===== src/rtl/rlp_pkg.sv =====
// Package for the RLP stream decoder: constants, codes and state enums.
// No dependencies.
package rlp_pkg;

  localparam int MaxDepthDefault = 16;
  localparam int LenBitsDefault  = 32;

  typedef enum logic [1:0] {
    PH_HEADER  = 2'd0,
    PH_LENGTH  = 2'd1,
    PH_PAYLOAD = 2'd2
  } phase_t;

  typedef enum logic [2:0] {
    FSM_IDLE  = 3'd0,
    FSM_CLOSE = 3'd1,
    FSM_OUT   = 3'd2
  } fsm_t;

  localparam logic [2:0] ROLE_SINGLE  = 3'd0;
  localparam logic [2:0] ROLE_STRHDR  = 3'd1;
  localparam logic [2:0] ROLE_LISTHDR = 3'd2;
  localparam logic [2:0] ROLE_LENBYTE = 3'd3;
  localparam logic [2:0] ROLE_PAYLOAD = 3'd4;

  localparam logic [3:0] ST_OK       = 4'd0;
  localparam logic [3:0] ST_TRUNC    = 4'd1;
  localparam logic [3:0] ST_NONCANON = 4'd2;
  localparam logic [3:0] ST_LEADZERO = 4'd3;
  localparam logic [3:0] ST_SHORTLF  = 4'd4;
  localparam logic [3:0] ST_OVERRUN  = 4'd5;
  localparam logic [3:0] ST_TRAILING = 4'd6;
  localparam logic [3:0] ST_DEPTH    = 4'd7;
  localparam logic [3:0] ST_TOOLONG  = 4'd8;

endpackage


===== src/rtl/rlp_ram.sv =====
// Generic single-port-write, single-read RAM with registered read data.
// No dependencies.
module rlp_ram #(
  parameter int WIDTH = 32,
  parameter int DEPTH = 16
) (
  input  logic                     clk,
  input  logic                     we,
  input  logic [$clog2(DEPTH)-1:0] waddr,
  input  logic [WIDTH-1:0]         wdata,
  input  logic [$clog2(DEPTH)-1:0] raddr,
  output logic [WIDTH-1:0]         rdata
);
  logic [WIDTH-1:0] mem [DEPTH];

  always_ff @(posedge clk) begin
    if (we) mem[waddr] <= wdata;
    rdata <= mem[raddr];
  end
endmodule


===== src/rtl/rlp_stream_decoder_top.sv =====
// Top level of the RLP stream decoder: byte classifier, list-end stack, close sequencer.
// Depends on rlp_pkg and rlp_ram.
//
//  channel | valid     | stall     | payload
//  in      | in_valid  | in_stall  | data_byte, first_byte, last_byte
//  out     | out_valid | out_stall | byte_out, role, nest_depth, lists_closed,
//          |           |           | string_done, item_length, status, message_ok
//
// A byte that closes no list passes through take, one compare in the close
// sequencer and the output register. A byte that closes lists adds, for
// each pop, a step for the compare and pop and a step to load the next
// stack entry, since the stack of list ends lives in a RAM with a registered
// read. The result waits in the output register while out_stall is high.
// rst clears all control state; the stack RAM is not cleared, only entries
// below the stack level are used.
// The result sits in an output register; the input is held stalled until the
// result has been taken.
module rlp_stream_decoder_top
  import rlp_pkg::*;
#(
  parameter int MAX_DEPTH = MaxDepthDefault,
  parameter int LEN_BITS  = LenBitsDefault
) (
  input  logic        clk,
  input  logic        rst,
  input  logic        in_valid,
  output logic        in_stall,
  input  logic [7:0]  data_byte,
  input  logic        first_byte,
  input  logic        last_byte,
  output logic        out_valid,
  input  logic        out_stall,
  output logic [7:0]  byte_out,
  output logic [2:0]  role,
  output logic [4:0]  nest_depth,
  output logic [4:0]  lists_closed,
  output logic        string_done,
  output logic [31:0] item_length,
  output logic [3:0]  status,
  output logic        message_ok
);
  localparam int AW = (MAX_DEPTH > 1) ? $clog2(MAX_DEPTH) : 1;
  localparam int LW = $clog2(MAX_DEPTH + 1);
  localparam logic [LEN_BITS-1:0] LenMax = {LEN_BITS{1'b1}};

  // decoder state
  phase_t              phase;
  logic [3:0]          len_bytes_left;
  logic [LEN_BITS-1:0] length_accum;
  logic                header_is_list;
  logic                check_single_canon;
  logic [LEN_BITS-1:0] payload_left;
  logic [LEN_BITS-1:0] position;
  logic [LW-1:0]       stack_level;
  logic                top_item_done;
  logic [3:0]          error_code;
  // cached top of stack, valid when stack_level > 0
  logic [LEN_BITS-1:0] top_end;

  fsm_t                fsm, fsm_next;
  logic [LEN_BITS-1:0] cur_pos;
  logic                cur_last;
  logic [4:0]          closes;

  // stack RAM
  logic                ram_we;
  logic [AW-1:0]       ram_waddr, ram_raddr;
  logic [LEN_BITS-1:0] ram_wdata, ram_rdata;

  rlp_ram #(.WIDTH(LEN_BITS), .DEPTH(MAX_DEPTH)) u_stack (
    .clk(clk), .we(ram_we), .waddr(ram_waddr), .wdata(ram_wdata),
    .raddr(ram_raddr), .rdata(ram_rdata)
  );

  // effective state for this byte: cleared on first_byte
  phase_t              s_phase;
  logic [3:0]          s_lbl;
  logic [LEN_BITS-1:0] s_acc, s_pl, s_pos;
  logic                s_hil, s_chk, s_tid;
  logic [LW-1:0]       s_lvl;
  logic [3:0]          s_err;

  // decode results
  logic [2:0]          d_role;
  logic [LEN_BITS-1:0] d_ilen;
  logic                d_sdone, d_done, d_push;
  logic [3:0]          d_err;
  logic [LEN_BITS-1:0] d_end;
  phase_t              n_phase;
  logic [3:0]          n_lbl;
  logic [LEN_BITS-1:0] n_acc, n_pl;
  logic                n_hil, n_chk;
  logic [LEN_BITS-1:0] ext_n;
  logic                ext_on;
  logic [3:0]          ext_err;
  logic [LEN_BITS-1:0] acc_sh;
  logic [3:0]          lbl_dec;

  always_comb begin
    s_phase = first_byte ? PH_HEADER : phase;
    s_lbl   = first_byte ? 4'd0 : len_bytes_left;
    s_acc   = first_byte ? '0 : length_accum;
    s_pl    = first_byte ? '0 : payload_left;
    s_pos   = first_byte ? '0 : position;
    s_hil   = first_byte ? 1'b0 : header_is_list;
    s_chk   = first_byte ? 1'b0 : check_single_canon;
    s_tid   = first_byte ? 1'b0 : top_item_done;
    s_lvl   = first_byte ? '0 : stack_level;
    s_err   = first_byte ? ST_OK : error_code;
  end

  // shared extent check: one add, one subtract and two compares
  always_comb begin
    ext_err = ST_OK;
    d_end = s_pos + ext_n;
    if (ext_n > LenMax - s_pos) ext_err = ST_TOOLONG;
    else if (s_lvl != '0 && d_end > top_end) ext_err = ST_OVERRUN;
  end

  always_comb begin
    d_role = ROLE_SINGLE; d_ilen = '0; d_sdone = 1'b0; d_done = 1'b0;
    d_push = 1'b0; d_err = ST_OK; ext_n = '0; ext_on = 1'b0;
    n_phase = s_phase; n_lbl = s_lbl; n_acc = s_acc; n_pl = s_pl;
    n_hil = s_hil; n_chk = s_chk;
    acc_sh = {s_acc[LEN_BITS-9:0], data_byte};
    lbl_dec = (s_lbl != 4'd0) ? s_lbl - 4'd1 : 4'd0;
    if (s_phase == PH_LENGTH) begin
      d_role = ROLE_LENBYTE;
      if (s_acc == '0 && data_byte == 8'd0) d_err = ST_LEADZERO;
      else if (s_acc[LEN_BITS-1 -: 8] != 8'd0) d_err = ST_TOOLONG;
      else begin
        n_acc = acc_sh;
        n_lbl = lbl_dec;
        if (lbl_dec == 4'd0) begin
          d_ilen = acc_sh;
          if (acc_sh <= LEN_BITS'(55)) d_err = ST_SHORTLF;
          else begin
            ext_n = acc_sh; ext_on = 1'b1;
            if (ext_err == ST_OK) begin
              if (s_hil) d_push = 1'b1;
              else begin
                n_phase = PH_PAYLOAD; n_pl = acc_sh; n_chk = 1'b0;
              end
            end
          end
        end
      end
    end else if (s_phase == PH_PAYLOAD) begin
      d_role = ROLE_PAYLOAD;
      if (s_chk && data_byte < 8'h80) d_err = ST_NONCANON;
      else begin
        n_chk = 1'b0;
        n_pl = (s_pl != '0) ? s_pl - 1'b1 : s_pl;
        if (n_pl == '0) begin
          d_sdone = 1'b1; d_done = 1'b1; n_phase = PH_HEADER;
        end
      end
    end else if (s_tid) begin
      d_err = ST_TRAILING;
    end else if (data_byte <= 8'h7F) begin
      d_role = ROLE_SINGLE; d_ilen = LEN_BITS'(1); d_sdone = 1'b1; d_done = 1'b1;
      n_phase = PH_HEADER;
    end else if (data_byte <= 8'hB7) begin
      d_role = ROLE_STRHDR; d_ilen = LEN_BITS'(data_byte - 8'h80);
      ext_n = d_ilen; ext_on = 1'b1;
      if (ext_err == ST_OK) begin
        if (d_ilen == '0) begin
          d_sdone = 1'b1; d_done = 1'b1; n_phase = PH_HEADER;
        end else begin
          n_phase = PH_PAYLOAD; n_pl = d_ilen; n_chk = (d_ilen == LEN_BITS'(1));
        end
      end
    end else if (data_byte <= 8'hBF || data_byte >= 8'hF8) begin
      d_role = (data_byte <= 8'hBF) ? ROLE_STRHDR : ROLE_LISTHDR;
      ext_n = LEN_BITS'((data_byte <= 8'hBF) ? data_byte - 8'hB7 : data_byte - 8'hF7);
      ext_on = 1'b1;
      if (ext_err == ST_OK) begin
        n_phase = PH_LENGTH; n_lbl = ext_n[3:0]; n_acc = '0;
        n_hil = (data_byte >= 8'hF8);
      end
    end else begin
      d_role = ROLE_LISTHDR; d_ilen = LEN_BITS'(data_byte - 8'hC0);
      ext_n = d_ilen; ext_on = 1'b1;
      if (ext_err == ST_OK) begin
        if (d_ilen == '0) begin
          d_done = 1'b1; n_phase = PH_HEADER;
        end else d_push = 1'b1;
      end
    end
    if (ext_on && d_err == ST_OK) d_err = ext_err;
    if (d_err == ST_OK && d_push) begin
      if (s_lvl >= LW'(MAX_DEPTH)) begin
        d_err = ST_DEPTH; d_push = 1'b0;
      end else n_phase = PH_HEADER;
    end
    if (d_err != ST_OK) d_push = 1'b0;
  end

  logic in_take;
  assign in_stall = (fsm != FSM_IDLE);
  assign in_take  = in_valid && !in_stall;

  // close sequencer: stack top is compared, then the entry below is fetched
  logic close_hit;
  logic pending_done, pending_load, tid_set;
  assign close_hit = (stack_level != '0) && (top_end == cur_pos);
  assign ram_raddr = AW'(stack_level - LW'(2));

  always_comb begin
    fsm_next = fsm;
    unique case (fsm)
      FSM_IDLE:  if (in_take) fsm_next = FSM_CLOSE;
      // only a completed item closes lists; leave once nothing more closes
      FSM_CLOSE: if (!(pending_done && close_hit)) fsm_next = FSM_OUT;
      FSM_OUT:   if (!out_stall) fsm_next = FSM_IDLE;
      default:   fsm_next = FSM_IDLE;
    endcase
  end

  assign tid_set   = pending_done && (stack_level == '0);
  assign ram_we    = in_take && d_push;
  assign ram_waddr = AW'(s_lvl);
  assign ram_wdata = d_end;

  always_ff @(posedge clk) begin
    if (rst) begin
      fsm <= FSM_IDLE; phase <= PH_HEADER; len_bytes_left <= '0;
      length_accum <= '0; header_is_list <= 1'b0; check_single_canon <= 1'b0;
      payload_left <= '0; position <= '0; stack_level <= '0;
      top_item_done <= 1'b0; error_code <= ST_OK; out_valid <= 1'b0;
      pending_done <= 1'b0; pending_load <= 1'b0;
    end else begin
      fsm <= fsm_next;
      pending_load <= 1'b0;
      if (in_take) begin
        cur_pos  <= s_pos;
        cur_last <= last_byte;
        closes   <= '0;
        position <= (s_pos < LenMax) ? s_pos + 1'b1 : s_pos;
        byte_out <= data_byte;
        if (s_err != ST_OK) begin
          // sticky error: all fields but byte_out and status clear, state held
          phase <= s_phase; len_bytes_left <= s_lbl; length_accum <= s_acc;
          payload_left <= s_pl; header_is_list <= s_hil; check_single_canon <= s_chk;
          stack_level <= s_lvl; top_item_done <= s_tid; error_code <= s_err;
          role <= ROLE_SINGLE; nest_depth <= '0; string_done <= 1'b0;
          item_length <= '0; pending_done <= 1'b0;
        end else if (d_err != ST_OK) begin
          phase <= s_phase; len_bytes_left <= s_lbl; length_accum <= s_acc;
          payload_left <= s_pl; header_is_list <= s_hil; check_single_canon <= s_chk;
          stack_level <= s_lvl; top_item_done <= s_tid; error_code <= d_err;
          role <= ROLE_SINGLE; nest_depth <= '0; string_done <= 1'b0;
          item_length <= '0; pending_done <= 1'b0;
        end else begin
          phase <= n_phase; len_bytes_left <= n_lbl; length_accum <= n_acc;
          payload_left <= n_pl; header_is_list <= n_hil; check_single_canon <= n_chk;
          top_item_done <= s_tid; error_code <= ST_OK;
          role <= d_role; nest_depth <= 5'(s_lvl); string_done <= d_sdone;
          item_length <= 32'(d_ilen); pending_done <= d_done;
          if (d_push) begin
            stack_level <= s_lvl + 1'b1;
            top_end <= d_end;
          end else stack_level <= s_lvl;
        end
      end
      if (fsm == FSM_CLOSE) begin
        if (pending_done && !pending_load && close_hit) begin
          // pop one list and take the next top from the RAM read data; pending_load holds off the next pop
          stack_level  <= stack_level - 1'b1;
          closes       <= closes + 5'd1;
          top_end      <= ram_rdata;
          pending_load <= 1'b1;
        end else if (pending_done && pending_load) begin
          top_end <= ram_rdata;
        end
      end
      if (fsm_next == FSM_OUT && fsm == FSM_CLOSE) begin
        if (tid_set) top_item_done <= 1'b1;
        if (error_code == ST_OK && cur_last && !(top_item_done || tid_set))
          error_code <= ST_TRUNC;
        out_valid <= 1'b1;
      end
      if (fsm == FSM_OUT && !out_stall) out_valid <= 1'b0;
    end
  end

  assign lists_closed = closes;
  assign status       = error_code;
  assign message_ok   = cur_last && (error_code == ST_OK) && top_item_done;
endmodule


===== config.mk =====
export PLATFORM = sky130hd
export DESIGN_NAME = rlp_stream_decoder_top
export DESIGN_NICKNAME = d
export VERILOG_FILES = /design/src/rtl/rlp_pkg.sv /design/src/rtl/rlp_ram.sv /design/src/rtl/rlp_stream_decoder_top.sv
export SDC_FILE = /design/constraint.sdc
export NUM_CORES = 2
export LEC_CHECK = 0
export ABC_AREA = 1
export ABC_CLOCK_PERIOD_IN_PS = 13100
export BUFFER_PORTS_ARGS = -buffer_cell sky130_fd_sc_hd__buf_4
export CORE_MARGIN = 2
export CORE_UTILIZATION = 65
export DETAILED_ROUTE_END_ITERATION = 10
export PLACE_DENSITY = 0.82
export SETUP_SLACK_MARGIN = 0.05
export SYNTH_ARGS = -nofsm -noshare
export SYNTH_HDL_FRONTEND = slang
export SYNTH_SLANG_ARGS = --single-unit

===== constraint.sdc =====
create_clock -name clk -period 13.1 [get_ports clk]
set_input_delay 1.31 -clock clk [delete_from_list [all_inputs] [get_ports clk]]
set_output_delay 1.31 -clock clk [all_outputs]
set_load 0.01 [all_outputs]

==> impl_results.html <==
<table>
<tr><th>Metric</th><th>Value</th></tr>
<tr><th colspan="2">Setup path</th></tr>
<tr><td>Biggest cell delay along the critical path</td><td>630 ps</td></tr>
<tr><td>Crit start category</td><td>primary input</td></tr>
<tr><td>CP max-delay cell</td><td>sky130_fd_sc_hd__a21boi_0</td></tr>
<tr><td>Element type at the critical path end</td><td>flop</td></tr>
<tr><td>Cell repeated most along the worst path</td><td>sky130_fd_sc_hd__nand2_1</td></tr>
<tr><td>Endpoint required time on the critical path</td><td>13410 ps</td></tr>
<tr><td>Crit path arrival time</td><td>10760 ps</td></tr>
<tr><td>Minimum setup slack among reg-to-reg paths</td><td>3820 ps</td></tr>
<tr><td>Critical-path maximum fanout</td><td>37</td></tr>
<tr><td>Crit Path Category</td><td>primary input to flop</td></tr>
<tr><th colspan="2">Floorplanning</th></tr>
<tr><td>Standard cell core area</td><td>60000 um2</td></tr>
<tr><td>Floorplan row count</td><td>90</td></tr>
<tr><td>Number of I/O pins</td><td>75</td></tr>
<tr><td>Overall die area</td><td>62400 um2</td></tr>
<tr><td>Vert. Die Dim</td><td>250 um</td></tr>
<tr><td>Initial core utilization</td><td>65.4%</td></tr>
<tr><td>Die width</td><td>250 um</td></tr>
<tr><th colspan="2">Detailed routing</th></tr>
<tr><td>Total via count in the routed design</td><td>34100</td></tr>
<tr><td>Violation count after the first detailed-routing iteration</td><td>5309</td></tr>
<tr><td>Detailed-route wire length</td><td>131000 um</td></tr>
<tr><td>Vias per cell</td><td>6.59</td></tr>
<tr><td>Number of antenna-violating nets in the routed design</td><td>0</td></tr>
<tr><td>Detailed Routing Iterations Pass 1</td><td>7</td></tr>
<tr><td>Drt wl/cell</td><td>25.3 um</td></tr>
<tr><td>Detailed-route DRC error count</td><td>0</td></tr>
<tr><th colspan="2">STA</th></tr>
<tr><td>Final hold violation count</td><td>0</td></tr>
<tr><td>Measured slew at the worst slew-check pin</td><td>1190 ps</td></tr>
<tr><td>Final setup violation count</td><td>0</td></tr>
<tr><td>Maximum frequency from static timing analysis</td><td>95.7 MHz</td></tr>
<tr><td>Post-route fraction of the period consumed by the critical path</td><td>79.8%</td></tr>
<tr><td>Total negative setup slack</td><td>0 ps</td></tr>
<tr><td>RSZ-0062 raised after global routing</td><td>false</td></tr>
<tr><td>Time the final worst path needs with I/O delays and setup</td><td>10450 ps</td></tr>
<tr><td>Total count of max-transition violations in the final report</td><td>0</td></tr>
<tr><td>Worst slew margin relative to its limit</td><td>20.6%</td></tr>
<tr><td>Clock skew</td><td>43.0 ps</td></tr>
<tr><th colspan="2">Synthesis</th></tr>
<tr><td>Primary FF master, synth</td><td>sky130_fd_sc_hd__edfxtp_1</td></tr>
<tr><td>Post-synth cell types</td><td>54</td></tr>
<tr><td>Net count of the mapped netlist</td><td>4434</td></tr>
<tr><td>Mapped cell area</td><td>39200 um2</td></tr>
<tr><td>Number of enable-type register cells in the synthesized netlist</td><td>631</td></tr>
<tr><td>Async S/R FF share, synth</td><td>0%</td></tr>
<tr><td>Syn Inst Count</td><td>4334</td></tr>
<tr><td>Part of the Yosys area used for sequential elements</td><td>56.0%</td></tr>
<tr><td>Number of storage elements in the synthesis netlist</td><td>783</td></tr>
<tr><td>Mean cell area of the mapped netlist</td><td>9.06 um2</td></tr>
<tr><td>Count of warnings emitted by yosys</td><td>0</td></tr>
<tr><th colspan="2">Global route</th></tr>
<tr><td>Total gr overflow</td><td>0</td></tr>
<tr><td>Global-route track usage on met1</td><td>52.9%</td></tr>
<tr><td>Largest net degree at the start of global routing</td><td>98</td></tr>
<tr><td>Met2 usage in global routing</td><td>66.2%</td></tr>
<tr><td>Busiest grt layer</td><td>met2</td></tr>
<tr><td>Number of antenna violations at the first check in global routing</td><td>5</td></tr>
<tr><td>Wire length of the first global-routing pass</td><td>197000 um</td></tr>
<tr><td>Via count of the first global-routing pass</td><td>32400</td></tr>
<tr><td>GRT met3 Usage</td><td>8.00%</td></tr>
<tr><td>Total Routing Usage GR</td><td>41.7%</td></tr>
<tr><th colspan="2">Clock tree</th></tr>
<tr><td>Post-CTS resize count</td><td>0</td></tr>
<tr><td>Clock Sinks</td><td>783</td></tr>
<tr><td>Hold_buf cts</td><td>0</td></tr>
<tr><td>Clock tree from TritonCTS</td><td>yes</td></tr>
<tr><td>Register clock-pin slew on the reported worst setup and hold paths</td><td>60 ps</td></tr>
<tr><td>H-tree depth</td><td>3</td></tr>
<tr><td>Setup bufs post-CTS</td><td>0</td></tr>
<tr><td>Cell chosen for the clock root</td><td>sky130_fd_sc_hd__clkbuf_16</td></tr>
<tr><td>Number of buffers inserted during clock tree synthesis</td><td>78</td></tr>
<tr><td>Insertion delay of the later-clocked pin in the worst-skew pair</td><td>670 ps</td></tr>
<tr><td>CTS Buffer Depth</td><td>3</td></tr>
<tr><th colspan="2">Power</th></tr>
<tr><td>Power density over the cells</td><td>129 nW/um2</td></tr>
<tr><td>Total power draw</td><td>5.60 mW</td></tr>
<tr><td>Standby leakage power</td><td>16.7 nW</td></tr>
<tr><td>Highest ir drop seen on vdd</td><td>106 uV</td></tr>
<tr><th colspan="2">Final layout</th></tr>
<tr><td>Number of nets at the end of the flow</td><td>4438</td></tr>
<tr><td>Layout overhead on the synthesized area</td><td>10.5%</td></tr>
<tr><td>Area of all placed cells without fillers</td><td>43400 um2</td></tr>
<tr><td>Number of diodes</td><td>0</td></tr>
<tr><td>Fin util</td><td>72.3%</td></tr>
<tr><td>Share of post-route cells with drive strength above 1</td><td>7.72%</td></tr>
<tr><th colspan="2">Placed design</th></tr>
<tr><td>Instance area at placement</td><td>40700 um2</td></tr>
<tr><td>Detailed placer's ending HPWL</td><td>85100 um</td></tr>
<tr><td>Number of buffer cells added on primary ports</td><td>74</td></tr>
<tr><td>Routability-driven placement congestion ratio</td><td>1.06</td></tr>
<tr><th colspan="2">Worst hold path</th></tr>
<tr><td>Worst hold path class</td><td>flop to flop</td></tr>
<tr><th colspan="2">Run</th></tr>
<tr><td>Max capacitance violation total</td><td>0</td></tr>
<tr><th colspan="2">Run status</th></tr>
<tr><td>Status</td><td>finished, final reports clean</td></tr>
</table>
Yosys cell counts (8+ instances only):
master | number | area [um2]
sky130_fd_sc_hd__clkbuf_1 | 193 | 724
sky130_fd_sc_hd__nor3_1 | 47 | 235
sky130_fd_sc_hd__o211ai_1 | 51 | 383
sky130_fd_sc_hd__xnor2_1 | 19 | 166
sky130_fd_sc_hd__nor2_1 | 632 | 2370
sky130_fd_sc_hd__nand4_1 | 37 | 231
sky130_fd_sc_hd__o2111ai_1 | 15 | 131
sky130_fd_sc_hd__or2_2 | 15 | 93.8
sky130_fd_sc_hd__nand3_1 | 155 | 776
sky130_fd_sc_hd__edfxtp_1 | 631 | 18900
sky130_fd_sc_hd__a31oi_1 | 35 | 219
sky130_fd_sc_hd__o21ai_0 | 504 | 2520
sky130_fd_sc_hd__nand2_1 | 772 | 2900
sky130_fd_sc_hd__o22ai_1 | 47 | 294
sky130_fd_sc_hd__o221ai_1 | 101 | 885
sky130_fd_sc_hd__buf_2 | 17 | 85.1
sky130_fd_sc_hd__a21o_1 | 8 | 60.1
sky130_fd_sc_hd__dfxtp_1 | 152 | 3040
sky130_fd_sc_hd__xor2_1 | 49 | 429
sky130_fd_sc_hd__inv_1 | 333 | 1250
sky130_fd_sc_hd__o21a_1 | 8 | 60.1
sky130_fd_sc_hd__ha_1 | 85 | 1060
sky130_fd_sc_hd__nor4_1 | 21 | 131
sky130_fd_sc_hd__a21oi_1 | 315 | 1580
path summary, 6_finish.rpt:
path,from,to,cells after the start
worst max-delay path,first_byte,u_stack.mem[5][23]$_DFFE_PP_,42
worst min register to register,payload_left[0]$_SDFFE_PP0P_,payload_left[0]$_SDFFE_PP0P_,2
worst min-delay path,payload_left[0]$_SDFFE_PP0P_,payload_left[0]$_SDFFE_PP0P_,2
worst max register to register,top_item_done$_SDFF_PP0_,u_stack.mem[5][23]$_DFFE_PP_,39
sequential cells by signal, summed over array words and instances, names as in the netlist, 2 cells and up:
| signal | cells |
|---|---|
| stack_level | 5 |
| u_stack.mem | 512 |
| cur_pos | 32 |
| u_stack.rdata | 32 |
| length_accum | 32 |
| byte_out | 8 |
| phase | 2 |
| item_length | 32 |
| position | 32 |
| top_end | 32 |
| fsm | 3 |
| nest_depth | 5 |
| payload_left | 32 |
| len_bytes_left | 4 |
| status | 4 |
| lists_closed | 5 |
| role | 3 |
routing by layer:
metal  wire length, um  up-vias
met5                41        -
met4              9250        6
met3             15100      541
met2             60200     2505
met1             46600    15900
li1                  -    15200
cell usage in the layout (no fill, tap or decap), drive strengths merged, types with 15 or more instances in the layout:
cell type / n
a31oi: 35
o21ai: 509
a21oi: 315
edfxtp: 631
nand2: 774
o221ai: 101
nor3: 47
buf: 148
nor4: 21
o2111ai: 15
nand4: 37
o211ai: 51
ha: 85
nor2: 641
clkinv: 32
clkbuf: 106
dfxtp: 152
or2: 15
nand3: 158
o22ai: 47
xor2: 49
xnor2: 19
inv: 340
cells by family (layout without fill, tap and decap cells):
| logic type | after synthesis | in the layout | share of synthesized area [%] |
|---|---|---|---|
| DFF | 783 | 783 | 56.0 |
| AOI/OAI and AO/OA | 1121 | 1121 | 16.3 |
| adders and majority gates | 86 | 86 | 2.76 |
| buffers and inverters | 568 | 636 | 5.60 |
| muxes | 2 | 2 | 0.0510 |
| and+or+nand+nor | 1705 | 1705 | 17.7 |
| xor gates and xnor gates | 68 | 68 | 1.52 |
| other | 1 | 1 | 0.00955 |
power breakdown:
group / total [mW] / switching, mW / internal (mW) / leakage (nW)
logic: 0.511 / 0.374 / 0.137 / 8.32
registers: 2.75 / 0.0271 / 2.72 / 7.08
clock network: 2.34 / 1.02 / 1.33 / 1.29
total: 5.60 / 1.42 / 4.18 / 16.7
through the flow:
stage,hold WS (ps),instances,setup slack (ps)
CTS,461,5184,2920
detailed placement,454,5040,2260
floorplan,445,4334,4540
finish,462,5184,2650
global placement,451,5040,2520
global route,489,5184,1960
layout make-up:
| type | count | area, um2 |
|---|---|---|
| sequential | 783 | 22000 |
| fill | 4319 | 16600 |
| multi-input combinational | 2983 | 15300 |
| clock buffer | 106 | 2180 |
| inverter | 344 | 1300 |
| timing repair buffer | 148 | 1150 |
| tap | 782 | 978 |
| clock inverter | 38 | 489 |
critical path: cells and delay by family:
family | cells | cell delay [ps]
compound gates | 10 | 2300
fa+ha+maj | 2 | 640
simple gates | 21 | 3190
buf+inv | 8 | 3110
xor+xnor | 1 | 130
Power figures use the tool's default switching activity.
